`src/hw/rtl/wsfu_pkg.sv`:
```
// Package for the WebSocket frame unmasker: parse phases, result codes,
// header verdict struct and protocol constants. No dependencies.

package wsfu_pkg;

  typedef enum logic [2:0] {
    PH_IDLE,
    PH_LEN7,
    PH_EXT_HI,
    PH_EXT_LO,
    PH_KEY,
    PH_PAYLOAD,
    PH_DONE
  } phase_t;

  typedef enum logic [1:0] {
    ST_DATA     = 2'd0,
    ST_LEN64    = 2'd1,
    ST_BADLEN   = 2'd2,
    ST_UNMASKED = 2'd3
  } status_t;

  // 7-bit length escapes
  localparam logic [6:0] LEN7_EXT16 = 7'd126;
  localparam logic [6:0] LEN7_EXT64 = 7'd127;

  localparam int unsigned KEY_BYTES = 4;
  localparam int unsigned KEY_IDX_W = $clog2(KEY_BYTES);
  localparam logic [KEY_IDX_W-1:0] KEY_LAST = KEY_IDX_W'(KEY_BYTES - 1);

  localparam logic [15:0] MAX_LENGTH_RESET = 16'd4096;

  // Header check result: ok, or the error status to report
  typedef struct packed {
    logic    ok;
    status_t status;
  } hdr_verdict_t;

endpackage

```
`src/hw/rtl/wsfu_channels.sv`:
```
// Valid/ready channel interfaces of the WebSocket frame unmasker:
// raw frame bytes in, unmasked payload items out. No dependencies.

interface wsfu_frame_if;
  logic       valid;
  logic       ready;
  logic [7:0] data_byte;
  logic       frame_start;

  modport source (output valid, data_byte, frame_start, input ready);
  modport sink (input valid, data_byte, frame_start, output ready);
endinterface

interface wsfu_payload_if;
  logic       valid;
  logic       ready;
  logic [7:0] payload_byte;
  logic       last_byte;
  logic [1:0] status;

  modport source (output valid, payload_byte, last_byte, status, input ready);
  modport sink (input valid, payload_byte, last_byte, status, output ready);
endinterface

```
`src/hw/rtl/wsfu_hdr_check.sv`:
```
// Frame header check: length range against the configured maximum and the
// mask bit. Depends on wsfu_pkg.

module wsfu_hdr_check import wsfu_pkg::*; #(
  parameter int unsigned LENGTH_BITS = 16
) (
  input  logic [15:0]  length,
  input  logic         masked,
  input  logic [15:0]  max_length,
  output hdr_verdict_t verdict
);

  logic too_wide;
  logic bad_len;

  // shifting by 16 leaves zero, so the full-width case needs no special arm
  assign too_wide = (length >> LENGTH_BITS) != 16'd0;
  assign bad_len  = (length == 16'd0) || too_wide || (length >= max_length);

  always_comb begin
    if (bad_len) begin
      verdict = '{ok: 1'b0, status: ST_BADLEN};
    end else if (!masked) begin
      verdict = '{ok: 1'b0, status: ST_UNMASKED};
    end else begin
      verdict = '{ok: 1'b1, status: ST_DATA};
    end
  end

endmodule

```
`src/hw/rtl/websocket_frame_unmasker.sv`:
```
// WebSocket frame unmasker, top level. Depends on wsfu_pkg, the channel
// interfaces in wsfu_channels.sv and wsfu_hdr_check.
//
// Takes one raw frame byte per item on `frame` and gives unmasked payload
// bytes on `payload`. An item with frame_start set begins a new frame (and
// drops any frame in progress without a result); it is the flags byte and
// is skipped. The next byte carries the mask bit and the 7-bit length, 126
// selecting a big-endian 16-bit extended length. A 64-bit length (status
// 1), a zero length or one not below max_length or not fitting LENGTH_BITS
// bits (status 2), or an unmasked frame (status 3) gives a single error
// result with last_byte set and a zero byte, then the rest of the frame is
// ignored. After the 4 key bytes every payload byte is XORed with key byte
// (index mod 4); the final one has last_byte set. Bytes past the payload
// are dropped. Throughput is one item per clock while frame.ready is high:
// the parse state updates in the accepting cycle and the result lands in
// the output register, seen in the cycle after the accept. frame.ready is
// low only while that register holds a result that payload.ready does not
// take in the same cycle. The user must write max_length (reset 4096) via
// max_length_we/max_length_wdata only while the block is idle; unenforced.

module websocket_frame_unmasker import wsfu_pkg::*; #(
  parameter int unsigned LENGTH_BITS = 16
) (
  input  logic                 clk,
  input  logic                 rst,
  input  logic                 max_length_we,
  input  logic [15:0]          max_length_wdata,
  wsfu_frame_if.sink           frame,
  wsfu_payload_if.source       payload
);

  // configuration
  logic [15:0] max_length;

  // parse state
  phase_t                 phase, phase_next;
  logic                   mask_present, mask_present_next;
  logic [LENGTH_BITS-1:0] payload_length, payload_length_next;
  logic [LENGTH_BITS-1:0] byte_counter, byte_counter_next;
  logic [7:0]             len_hi, len_hi_next;
  logic [7:0]             mask_key [KEY_BYTES];
  logic                   key_we;

  // output register
  logic       out_valid;
  logic [7:0] out_byte;
  logic       out_last;
  status_t    out_status;

  // result of this cycle
  logic       emit;
  logic [7:0] res_byte;
  logic       res_last;
  status_t    res_status;

  logic                   accept;
  logic [7:0]             din;
  logic [6:0]             len7;
  logic [15:0]            hdr_len;
  logic                   hdr_masked;
  hdr_verdict_t           verdict;
  logic [KEY_IDX_W-1:0]   key_idx;
  logic [LENGTH_BITS-1:0] cnt_plus;

  assign frame.ready = !out_valid || payload.ready;
  assign accept      = frame.valid && frame.ready;
  assign din         = frame.data_byte;
  assign len7        = din[6:0];
  assign key_idx     = byte_counter[KEY_IDX_W-1:0];
  assign cnt_plus    = byte_counter + LENGTH_BITS'(1);

  // header length: 7-bit form straight from the byte, else high byte + this
  always_comb begin
    if (phase == PH_LEN7) begin
      hdr_len    = {9'd0, len7};
      hdr_masked = din[7];
    end else begin
      hdr_len    = {len_hi, din};
      hdr_masked = mask_present;
    end
  end

  wsfu_hdr_check #(
    .LENGTH_BITS (LENGTH_BITS)
  ) u_hdr_check (
    .length     (hdr_len),
    .masked     (hdr_masked),
    .max_length (max_length),
    .verdict    (verdict)
  );

  always_comb begin
    phase_next          = phase;
    mask_present_next   = mask_present;
    payload_length_next = payload_length;
    byte_counter_next   = byte_counter;
    len_hi_next         = len_hi;
    key_we              = 1'b0;
    emit                = 1'b0;
    res_byte            = 8'd0;
    res_last            = 1'b1;
    res_status          = ST_DATA;

    if (accept) begin
      if (frame.frame_start) begin
        // flags byte of a new frame
        phase_next          = PH_LEN7;
        mask_present_next   = 1'b0;
        payload_length_next = '0;
        byte_counter_next   = '0;
      end else begin
        unique case (phase)
          PH_LEN7: begin
            mask_present_next = din[7];
            if (len7 == LEN7_EXT64) begin
              phase_next = PH_DONE;
              emit       = 1'b1;
              res_status = ST_LEN64;
            end else if (len7 == LEN7_EXT16) begin
              phase_next = PH_EXT_HI;
            end else if (!verdict.ok) begin
              phase_next = PH_DONE;
              emit       = 1'b1;
              res_status = verdict.status;
            end else begin
              payload_length_next = hdr_len[LENGTH_BITS-1:0];
              byte_counter_next   = '0;
              phase_next          = PH_KEY;
            end
          end
          PH_EXT_HI: begin
            len_hi_next = din;
            phase_next  = PH_EXT_LO;
          end
          PH_EXT_LO: begin
            if (!verdict.ok) begin
              phase_next = PH_DONE;
              emit       = 1'b1;
              res_status = verdict.status;
            end else begin
              payload_length_next = hdr_len[LENGTH_BITS-1:0];
              byte_counter_next   = '0;
              phase_next          = PH_KEY;
            end
          end
          PH_KEY: begin
            key_we = 1'b1;
            if (key_idx == KEY_LAST) begin
              byte_counter_next = '0;
              phase_next        = PH_PAYLOAD;
            end else begin
              byte_counter_next = cnt_plus;
            end
          end
          PH_PAYLOAD: begin
            // counter never passes length - 1, so the increment cannot wrap
            emit              = 1'b1;
            res_byte          = din ^ mask_key[key_idx];
            res_last          = (cnt_plus == payload_length);
            res_status        = ST_DATA;
            byte_counter_next = cnt_plus;
            if (res_last) begin
              phase_next = PH_DONE;
            end
          end
          PH_IDLE, PH_DONE: begin
            // ignored until the next frame start
          end
          default: begin
            phase_next = PH_IDLE;
          end
        endcase
      end
    end
  end

  always_ff @(posedge clk) begin
    if (rst) begin
      max_length <= MAX_LENGTH_RESET;
    end else if (max_length_we) begin
      max_length <= max_length_wdata;
    end
  end

  always_ff @(posedge clk) begin
    if (rst) begin
      phase          <= PH_IDLE;
      mask_present   <= 1'b0;
      payload_length <= '0;
      byte_counter   <= '0;
    end else begin
      phase          <= phase_next;
      mask_present   <= mask_present_next;
      payload_length <= payload_length_next;
      byte_counter   <= byte_counter_next;
    end
  end

  // key bytes arrive first-to-last as index 0..3; len_hi is always written
  // before it is read
  always_ff @(posedge clk) begin
    len_hi <= len_hi_next;
    if (key_we) begin
      mask_key[key_idx] <= din;
    end
  end

  always_ff @(posedge clk) begin
    if (rst) begin
      out_valid <= 1'b0;
    end else if (emit) begin
      out_valid <= 1'b1;
    end else if (payload.ready) begin
      out_valid <= 1'b0;
    end
  end

  always_ff @(posedge clk) begin
    if (emit) begin
      out_byte   <= res_byte;
      out_last   <= res_last;
      out_status <= res_status;
    end
  end

  assign payload.valid        = out_valid;
  assign payload.payload_byte = out_byte;
  assign payload.last_byte    = out_last;
  assign payload.status       = out_status;

endmodule

```
`src/flat_wrapper.sv`:
```
// flat-port wrapper written by rule: the top's interface ports become plain ports
module websocket_frame_unmasker_flat import wsfu_pkg::*;
#(
  parameter int unsigned LENGTH_BITS = 16
)
  (clk, rst, max_length_we, max_length_wdata, frame_valid, frame_data_byte, frame_frame_start, frame_ready, payload_valid, payload_payload_byte, payload_last_byte, payload_status, payload_ready);
  wsfu_frame_if frame_i ();
  wsfu_payload_if payload_i ();
  input  logic clk;
  input  logic rst;
  input  logic max_length_we;
  input  logic [15:0] max_length_wdata;
  input wire logic [$bits(frame_i.valid)-1:0] frame_valid;
  input wire logic [$bits(frame_i.data_byte)-1:0] frame_data_byte;
  input wire logic [$bits(frame_i.frame_start)-1:0] frame_frame_start;
  output wire logic [$bits(frame_i.ready)-1:0] frame_ready;
  output wire logic [$bits(payload_i.valid)-1:0] payload_valid;
  output wire logic [$bits(payload_i.payload_byte)-1:0] payload_payload_byte;
  output wire logic [$bits(payload_i.last_byte)-1:0] payload_last_byte;
  output wire logic [$bits(payload_i.status)-1:0] payload_status;
  input wire logic [$bits(payload_i.ready)-1:0] payload_ready;
  assign frame_i.valid = frame_valid;
  assign frame_i.data_byte = frame_data_byte;
  assign frame_i.frame_start = frame_frame_start;
  assign frame_ready = frame_i.ready;
  assign payload_valid = payload_i.valid;
  assign payload_payload_byte = payload_i.payload_byte;
  assign payload_last_byte = payload_i.last_byte;
  assign payload_status = payload_i.status;
  assign payload_i.ready = payload_ready;
  websocket_frame_unmasker #(.LENGTH_BITS(LENGTH_BITS)) u_core (.clk(clk), .rst(rst), .max_length_we(max_length_we), .max_length_wdata(max_length_wdata), .frame(frame_i), .payload(payload_i));
endmodule
```
`config.mk`:
```
export PLATFORM = sky130hd
export DESIGN_NAME = websocket_frame_unmasker_flat
export DESIGN_NICKNAME = d
export VERILOG_FILES = /design/src/hw/rtl/wsfu_pkg.sv /design/src/hw/rtl/wsfu_channels.sv /design/src/hw/rtl/wsfu_hdr_check.sv /design/src/hw/rtl/websocket_frame_unmasker.sv /design/src/flat_wrapper.sv
export SDC_FILE = /design/constraint.sdc
export NUM_CORES = 1
export LEC_CHECK = 0
export BUFFER_PORTS_ARGS = -buffer_cell sky130_fd_sc_hd__buf_2
export CELL_PAD_IN_SITES_DETAIL_PLACEMENT = 2
export CELL_PAD_IN_SITES_GLOBAL_PLACEMENT = 2
export CORE_MARGIN = 4
export CORE_UTILIZATION = 39
export DETAILED_ROUTE_END_ITERATION = 10
export GPL_ROUTABILITY_DRIVEN = 0
export PLACE_DENSITY_LB_ADDON = 0.1
export SYNTH_ARGS = -nofsm -noshare
export SYNTH_HDL_FRONTEND = slang
export SYNTH_SLANG_ARGS = --single-unit
```
`constraint.sdc`:
```
create_clock -name clk -period 4.3 [get_ports clk]
set_input_delay 0.86 -clock clk [delete_from_list [all_inputs] [get_ports clk]]
set_output_delay 0.86 -clock clk [all_outputs]
set_load 0.005 [all_outputs]
```
* Word-level counts from Yosys, hierarchy flattened
Memories as Yosys holds them, arrays and structs flattened. A register that Yosys moved wholly into a read port is not among the register bits.
Index checks and enable logic that the tools add are counted.
** Word-level totals
- Bits in read-only memories :: 0
- Register bits after elaboration :: 72
- Output and inout bits :: 13
- RAM bits :: 32
- Word-level logic and storage cells :: 90
- Bits in latches :: 0
- Memories kept :: 1
** Memories
- u_core.mask_key :: words 4, bits a word 8, rd ports 1, clocked after Yosys merged registers in 1, write ports 1, RTL line websocket_frame_unmasker.sv:41 : logic [7:0] mask_key [KEY_BYTES];
** Operators by class
- Bitwise gates (word level) :: 4
- $lt $le $gt $ge :: 1
- Add/sub/neg operators :: 1
- Reduce and logical (&&, ||, !) cells :: 16
- Mux-type cells :: 42
- Eq/ne operators :: 15
- Div/mod/pow operators :: 0
- Shifts and indexed selects :: 0
- Multiply operators :: 0
** Operator list (number)
- $mux 16 :: 10
- $pmux 16 s4 :: 1
- $pmux 16 s2 :: 1
- $mux 3 :: 7
- $pmux 3 s6 :: 1
- $add 16x1->16 const B :: 1
- $eq 16x16->1 :: 1
- $ge 16x16->1 :: 1
- $logic_not 16->1 :: 1
- $eq 7x7->1 const B :: 2
- $mux 1 :: 14
- $mux 2 :: 6
- $reduce_and 4->1 :: 3
- $eq 3x3->1 const B :: 3
- $xor 8x8->8 :: 1
- $eq 3x2->1 const B :: 2
- $ne 3x2->1 const B :: 2
- $ne 3x3->1 const B :: 2
- $reduce_bool 5->1 :: 1
- $pmux 2 s2 :: 1
- $reduce_or 2->1 :: 2
- $eq 3x1->1 const B :: 1
- $logic_not 3->1 :: 1
- $not 1->1 :: 3
- 10 further kinds :: 11

* Depth between registers and ports, before layout
- Depth in word-level cells :: 12
- Gate-level depth with buffers :: 15
- Depth with buffers taken out :: 11

* By module
Synthesis repeated with hierarchy kept, for this count alone.
** Unflattened totals
- Cells, all modules :: 539
- Area, all modules :: 5462.7 um^2
** Modules (own cells, without submodules)
- websocket_frame_unmasker :: instances 1, area an instance 5001.0 um^2, cells each 475, seq. area each 2632.5 um^2
- wsfu_hdr_check :: instances 1, area an instance 461.7 um^2, cells each 64, seq. area each 0.0 um^2

* Worst setup path after synthesis
No wires, ideal clock.
- Path kind :: flip-flop to flip-flop
- Start :: register u_core.phase[2]
- End :: register u_core.out_last (netlist: u_core.payload.last_byte), enable pin
- Stages on the path, launching flop included :: 14
- Required time :: 3.961 ns
- Slack :: 0.943 ns
- Clock period less this slack :: 3.357 ns
- Data arrival time :: 3.018 ns
- Library setup time :: 0.339 ns
- Path through :: dfxtp_1 > buf_4 > nor3b_4 > clkbuf_1 > nor2b_1 > ha_1 > a21oi_1 > o21ai_1 > nor3_1 > a2111oi_2 > nor2_1 > o32ai_1 > nand3_1 > inv_1
** Between the ends
- Cells in the longest elaborated chain, start to end :: 11
** RTL lines
- start: declaration :: RTL line websocket_frame_unmasker.sv:36 : phase_t phase, phase_next;
- start signal: assignment :: RTL line websocket_frame_unmasker.sv:192 : phase <= phase_next;
- $eq 3x1->1 :: RTL line websocket_frame_unmasker.sv:74, websocket_frame_unmasker.sv:112
- $mux 16 :: RTL line websocket_frame_unmasker.sv:74 : if (phase == PH_LEN7) begin
- $ge 16x16->1 / $logic_not 16->1 (equally long branches) :: RTL line wsfu_hdr_check.sv:18 : assign bad_len = (length == 16'd0) || too_wide || (length >= max_length);
- $logic_or 1x1->1 :: RTL line wsfu_hdr_check.sv:18
- $mux 3 :: RTL line wsfu_hdr_check.sv:21 : if (bad_len) begin
- $mux 1 :: RTL line websocket_frame_unmasker.sv:121, websocket_frame_unmasker.sv:136
- $mux 1 :: RTL line websocket_frame_unmasker.sv:119 : end else if (len7 == LEN7_EXT16) begin
- $mux 1 :: RTL line websocket_frame_unmasker.sv:115 : if (len7 == LEN7_EXT64) begin
- $pmux 1 s3 * :: RTL line websocket_frame_unmasker.sv:112 : unique case (phase)
- $mux 1 * :: RTL line websocket_frame_unmasker.sv:105 : if (frame.frame_start) begin
- $mux 1 * :: RTL line websocket_frame_unmasker.sv:104 : if (accept) begin
- net u_core.emit :: RTL line websocket_frame_unmasker.sv:51 : logic emit;
- end signal: assignment :: RTL line websocket_frame_unmasker.sv:221 : out_last <= res_last;
- end: declaration :: RTL line websocket_frame_unmasker.sv:47 : logic out_last;
The timed path passes the listed nets; every way through them passes the cells marked *.
A chain may end at the register's enable or synchronous reset.

* Worst setup path in the final report
- Start :: register u_core.phase[2]
- End :: register u_core.out_byte[1] (netlist: u_core.payload.payload_byte[1]), enable pin
** Between the ends
- Cells in the longest elaborated chain, start to end :: 11
** RTL lines
- $eq 3x1->1 :: RTL line websocket_frame_unmasker.sv:74, websocket_frame_unmasker.sv:112
- $mux 16 :: RTL line websocket_frame_unmasker.sv:74
- $ge 16x16->1 / $logic_not 16->1 (equally long branches) :: RTL line wsfu_hdr_check.sv:18
- $logic_or 1x1->1 :: RTL line wsfu_hdr_check.sv:18
- $mux 3 :: RTL line wsfu_hdr_check.sv:21
- $mux 1 :: RTL line websocket_frame_unmasker.sv:121, websocket_frame_unmasker.sv:136
- $mux 1 :: RTL line websocket_frame_unmasker.sv:119
- $mux 1 :: RTL line websocket_frame_unmasker.sv:115
- $pmux 1 s3 * :: RTL line websocket_frame_unmasker.sv:112
- $mux 1 * :: RTL line websocket_frame_unmasker.sv:105
- $mux 1 * :: RTL line websocket_frame_unmasker.sv:104
- net u_core.emit :: RTL line websocket_frame_unmasker.sv:51
- end signal: assignment :: RTL line websocket_frame_unmasker.sv:220 : out_byte <= res_byte;
- end: declaration :: RTL line websocket_frame_unmasker.sv:46 : logic [7:0] out_byte;
Marks and branches as above.

==> metrics.md <==
| Metric | Value |
|---|---|
| Status | complete, no violations |
| First-pass GRT wire length | around 26000 um |
| Die Area | around 16000 sq um |
| GR Util All Layers | about a fifth |
| I/O pin count | between 40 and 50 |
| Final non-filler cell total | 757 |
| Crit path DAT | between 3 and 4 ns |
| WHS | 0.468 ns |
| Slew Limit Fails | 0 |
| Routed wire per std cell | around 21 um |
| Num CTS Buffers | 9 |
| Fin nets | 628 |
| # port buffers | between 40 and 50 |
| Clock-pin transition on the worst setup and hold timing paths | roughly 0.070 ns |
| Mapped Nets | 595 |
| Min cycle time layout | between 3 and 4 ns |
| Grt ovf | 0 |
| RR Startpoint | u_core.phase[2] |
| Main combinational cell family by area after synthesis | simple AND/OR/NAND/NOR gates |
| Critical Path End Type | flop |
| Most frequent cells in the layout | nor2_1, dfxtp_1, edfxtp_1 |
| Most common cell after layout, fill and taps aside | nor2_1 |
| Worst Path Max Fanout | 11 |
| Initial Utilization | ~40% |
| Final Setup Violations | 0 |
| EDFF count, synth | 51 |
| Max Fclk | 0.271 GHz |
| Vias | ~4300 |
| Yosys cell types | 54 |
| Max Root-Sink Buffers | 2 |
| FILL cells | roughly 1400 |
| Placed Area | ~5800 sq um |
| Initial DRC Count | 230 |
| Slew Limit Headroom | a little over a third |
| Rows | 42 |
| Crit start category | flop |
| Die Wd | around 130 um |
| TritonCTS clock tree | built |
| Worst Clk Skew | ~0.014 ns |
| Synth Area in XOR/XNOR | slightly below 5% |
| Placed Instances | roughly 740 |
| CTS sink cnt | approximately 110 |
| Core box area | about 13000 sq um |
| VDD IR-drop max | 0.158 mV |
| Mean post-synth cell area | 9.95 sq um |
| Mux cell area share after synthesis | 6.48% |
| CTS root buffer | clkbuf_16 |
| Finished Core Util | between 40% and 50% |
| Final Cell Area | around 6000 sq um |
| Synth async-reset ratio | 0% |
| Synthesized flop and latch total | 106 |
| Vias in the first global route | roughly 4700 |
| DRT Pass-1 Iters | 4 |
| H-tree depth | 3 |
| MaxCap Viol Count | 0 |
| Layout Area Growth over Synthesis | 11.8% |
| Layout cells sized above 1 | approximately 14% |
| Die span in y | ~130 um |
| Sequential share of the synthesized area | roughly half |
| DRC errors left | 0 |
| CTS Hold Buffers Added | 0 |
| Cells after Synth | approximately 540 |
| Post-synthesis simple-gate area fraction | 17.8% |
| Setup Fix Bufs, Post-CTS | 0 |
| Final Hold Violating Endpoints | 0 |
| CP Launch Point | u_core.phase[2] |
| Adder-cell share of the synthesized area | under 10% |
| Period utilization | 85.8% |
| RSZ-0062 raised after global routing | false |
| Yosys warns | 0 |
| Pre-CTS setup slack | 0.531 ns |
| Resized Gates After CTS | 0 |
| Final antenna-violating net count | 0 |
| Pin count of the biggest net entering global routing | 26 |
| Clk Latency, worst-skew pair | between 0.3 and 0.4 ns |
| Synth Area in Compound Gates | between 10% and 20% |
| Hold path start | u_core.payload_length[10] |
| Static Leak | approximately 2.2 nW |
| Least-Margin Pin Slew | approximately 0.95 ns |
| Cell Pwr Density | between 300 and 400 nW/um^2 |
| CP required | about 4.3 ns |
| Final Worst Setup Slack | between 0.6 and 0.7 ns |
| DP HPWL | 11700 um |
| Hold/Removal Path Class | flop to flop |
| CP Class | flop to flop |
| Ys flop type | dfxtp_1 |
| Post-Synthesis Cell Area | about 5400 sq um |
| Total Neg Setup Slack | 0 ns |
| Vias per cell | 5.66 |
| Pwr Total | 2.05 mW |
| Initial antenna violation count | 0 |
| WL final | between 15000 and 20000 um |
| # diodes | 0 |
==> cells in the mapped netlist (2+ instances only) <==
cell,number,area share (%)
nor4_1,4,0.46
and4_1,4,0.65
nor2_1,77,5.3
nand2_1,30,2.1
buf_2,3,0.28
mux2i_1,17,3.1
a211oi_1,4,0.56
nand4_1,9,1.0
o21a_1,3,0.42
buf_6,2,0.42
a31oi_1,11,1.3
xnor2_1,24,3.9
o21ai_0,17,1.6
buf_4,2,0.28
mux4_2,8,3.3
and3_1,4,0.46
nand3_1,19,1.8
inv_1,28,1.9
o211ai_1,2,0.28
nor3_1,18,1.7
o21ai_1,9,0.83
and2_1,8,0.93
edfxtp_1,51,28
clkbuf_1,21,1.5
or2_2,3,0.35
dfxtp_1,55,20
or3_1,4,0.46
nor2b_1,12,1.4
a21oi_1,29,2.7
ha_1,22,5.1
o31ai_1,5,0.69
a41oi_1,2,0.32
a22oi_1,4,0.56
xor2_1,6,0.97
a21boi_0,7,0.97
==> power by group <==
group / switching, mW / leakage [nW] / internal (mW)
Clock: 0.404 / 0.131 / 0.400
Sequential: 0.00995 / 0.920 / 1.07
Combinational: 0.110 / 1.16 / 0.0609
==> state kept, by name, summed over array words and instances (netlist names), named ones only <==
register                     count
u_core.max_length               16
u_core.payload.valid             1
u_core.payload_length           16
u_core.payload.status            2
u_core.mask_present              1
u_core.payload.payload_byte      8
u_core.mask_key                 32
u_core.phase                     3
u_core.payload.last_byte         1
u_core.len_hi                    8
u_core.byte_counter             16
==> per-layer routing <==
metal / GRT usage, % / vias to the layer above / part of all wire, %
li1: - / 2016 / -
met1: 27.9 / 2170 / 47
met2: 34.5 / 73 / 48
met3: 2.62 / 28 / 2.5
met4: 7.91 / 0 / 2.3
met5: 0 / - / 0
==> worst paths after layout <==
| check | slack, ns | cells past startpoint | endpoint |
|---|---|---|---|
| setup / recovery | 0.61 | 11 | u_core.payload.payload_byte[1] |
| hold / removal | 0.47 | 2 | u_core.payload_length[10] |
| setup reg to reg | 0.61 | 11 | u_core.payload.payload_byte[1] |
| hold reg to reg | 0.47 | 2 | u_core.payload_length[10] |
==> critical path: stages (launching register included) <==
cell and delay, ns:
dfxtp_1 0.42, nor3b_4 0.40, nor2b_1 0.10, ha_1 0.31, a21oi_1 0.07, o21ai_1 0.24, a41oi_1 0.10, a2111oi_2 0.65
nor2_1 0.20, o32ai_1 0.33, nand3_1 0.15, inv_1 0.36
==> cell families (layout without fill, tap and decap cells) <==
group / count (synthesis) / count (layout)
buffers and inverters: 56 / 94
adders and majority gates: 22 / 22
and+or+nand+nor: 198 / 198
AOI/OAI and AO/OA: 106 / 106
DFF: 106 / 106
muxes: 25 / 25
xor gates and xnor gates: 30 / 30
==> layout make-up <==
class | instances | area, sq um | area share [%]
clock buffer | 10 | 229 | 3.79
clock inverter | 6 | 48.8 | 0.808
inverter | 28 | 105 | 1.74
multi-input combinational | 381 | 2530 | 42.0
sequential | 106 | 2630 | 43.6
tap | 176 | 220 | 3.65
timing repair buffer | 50 | 270 | 4.47
No activity file was read; power rests on OpenSTA's default activity.
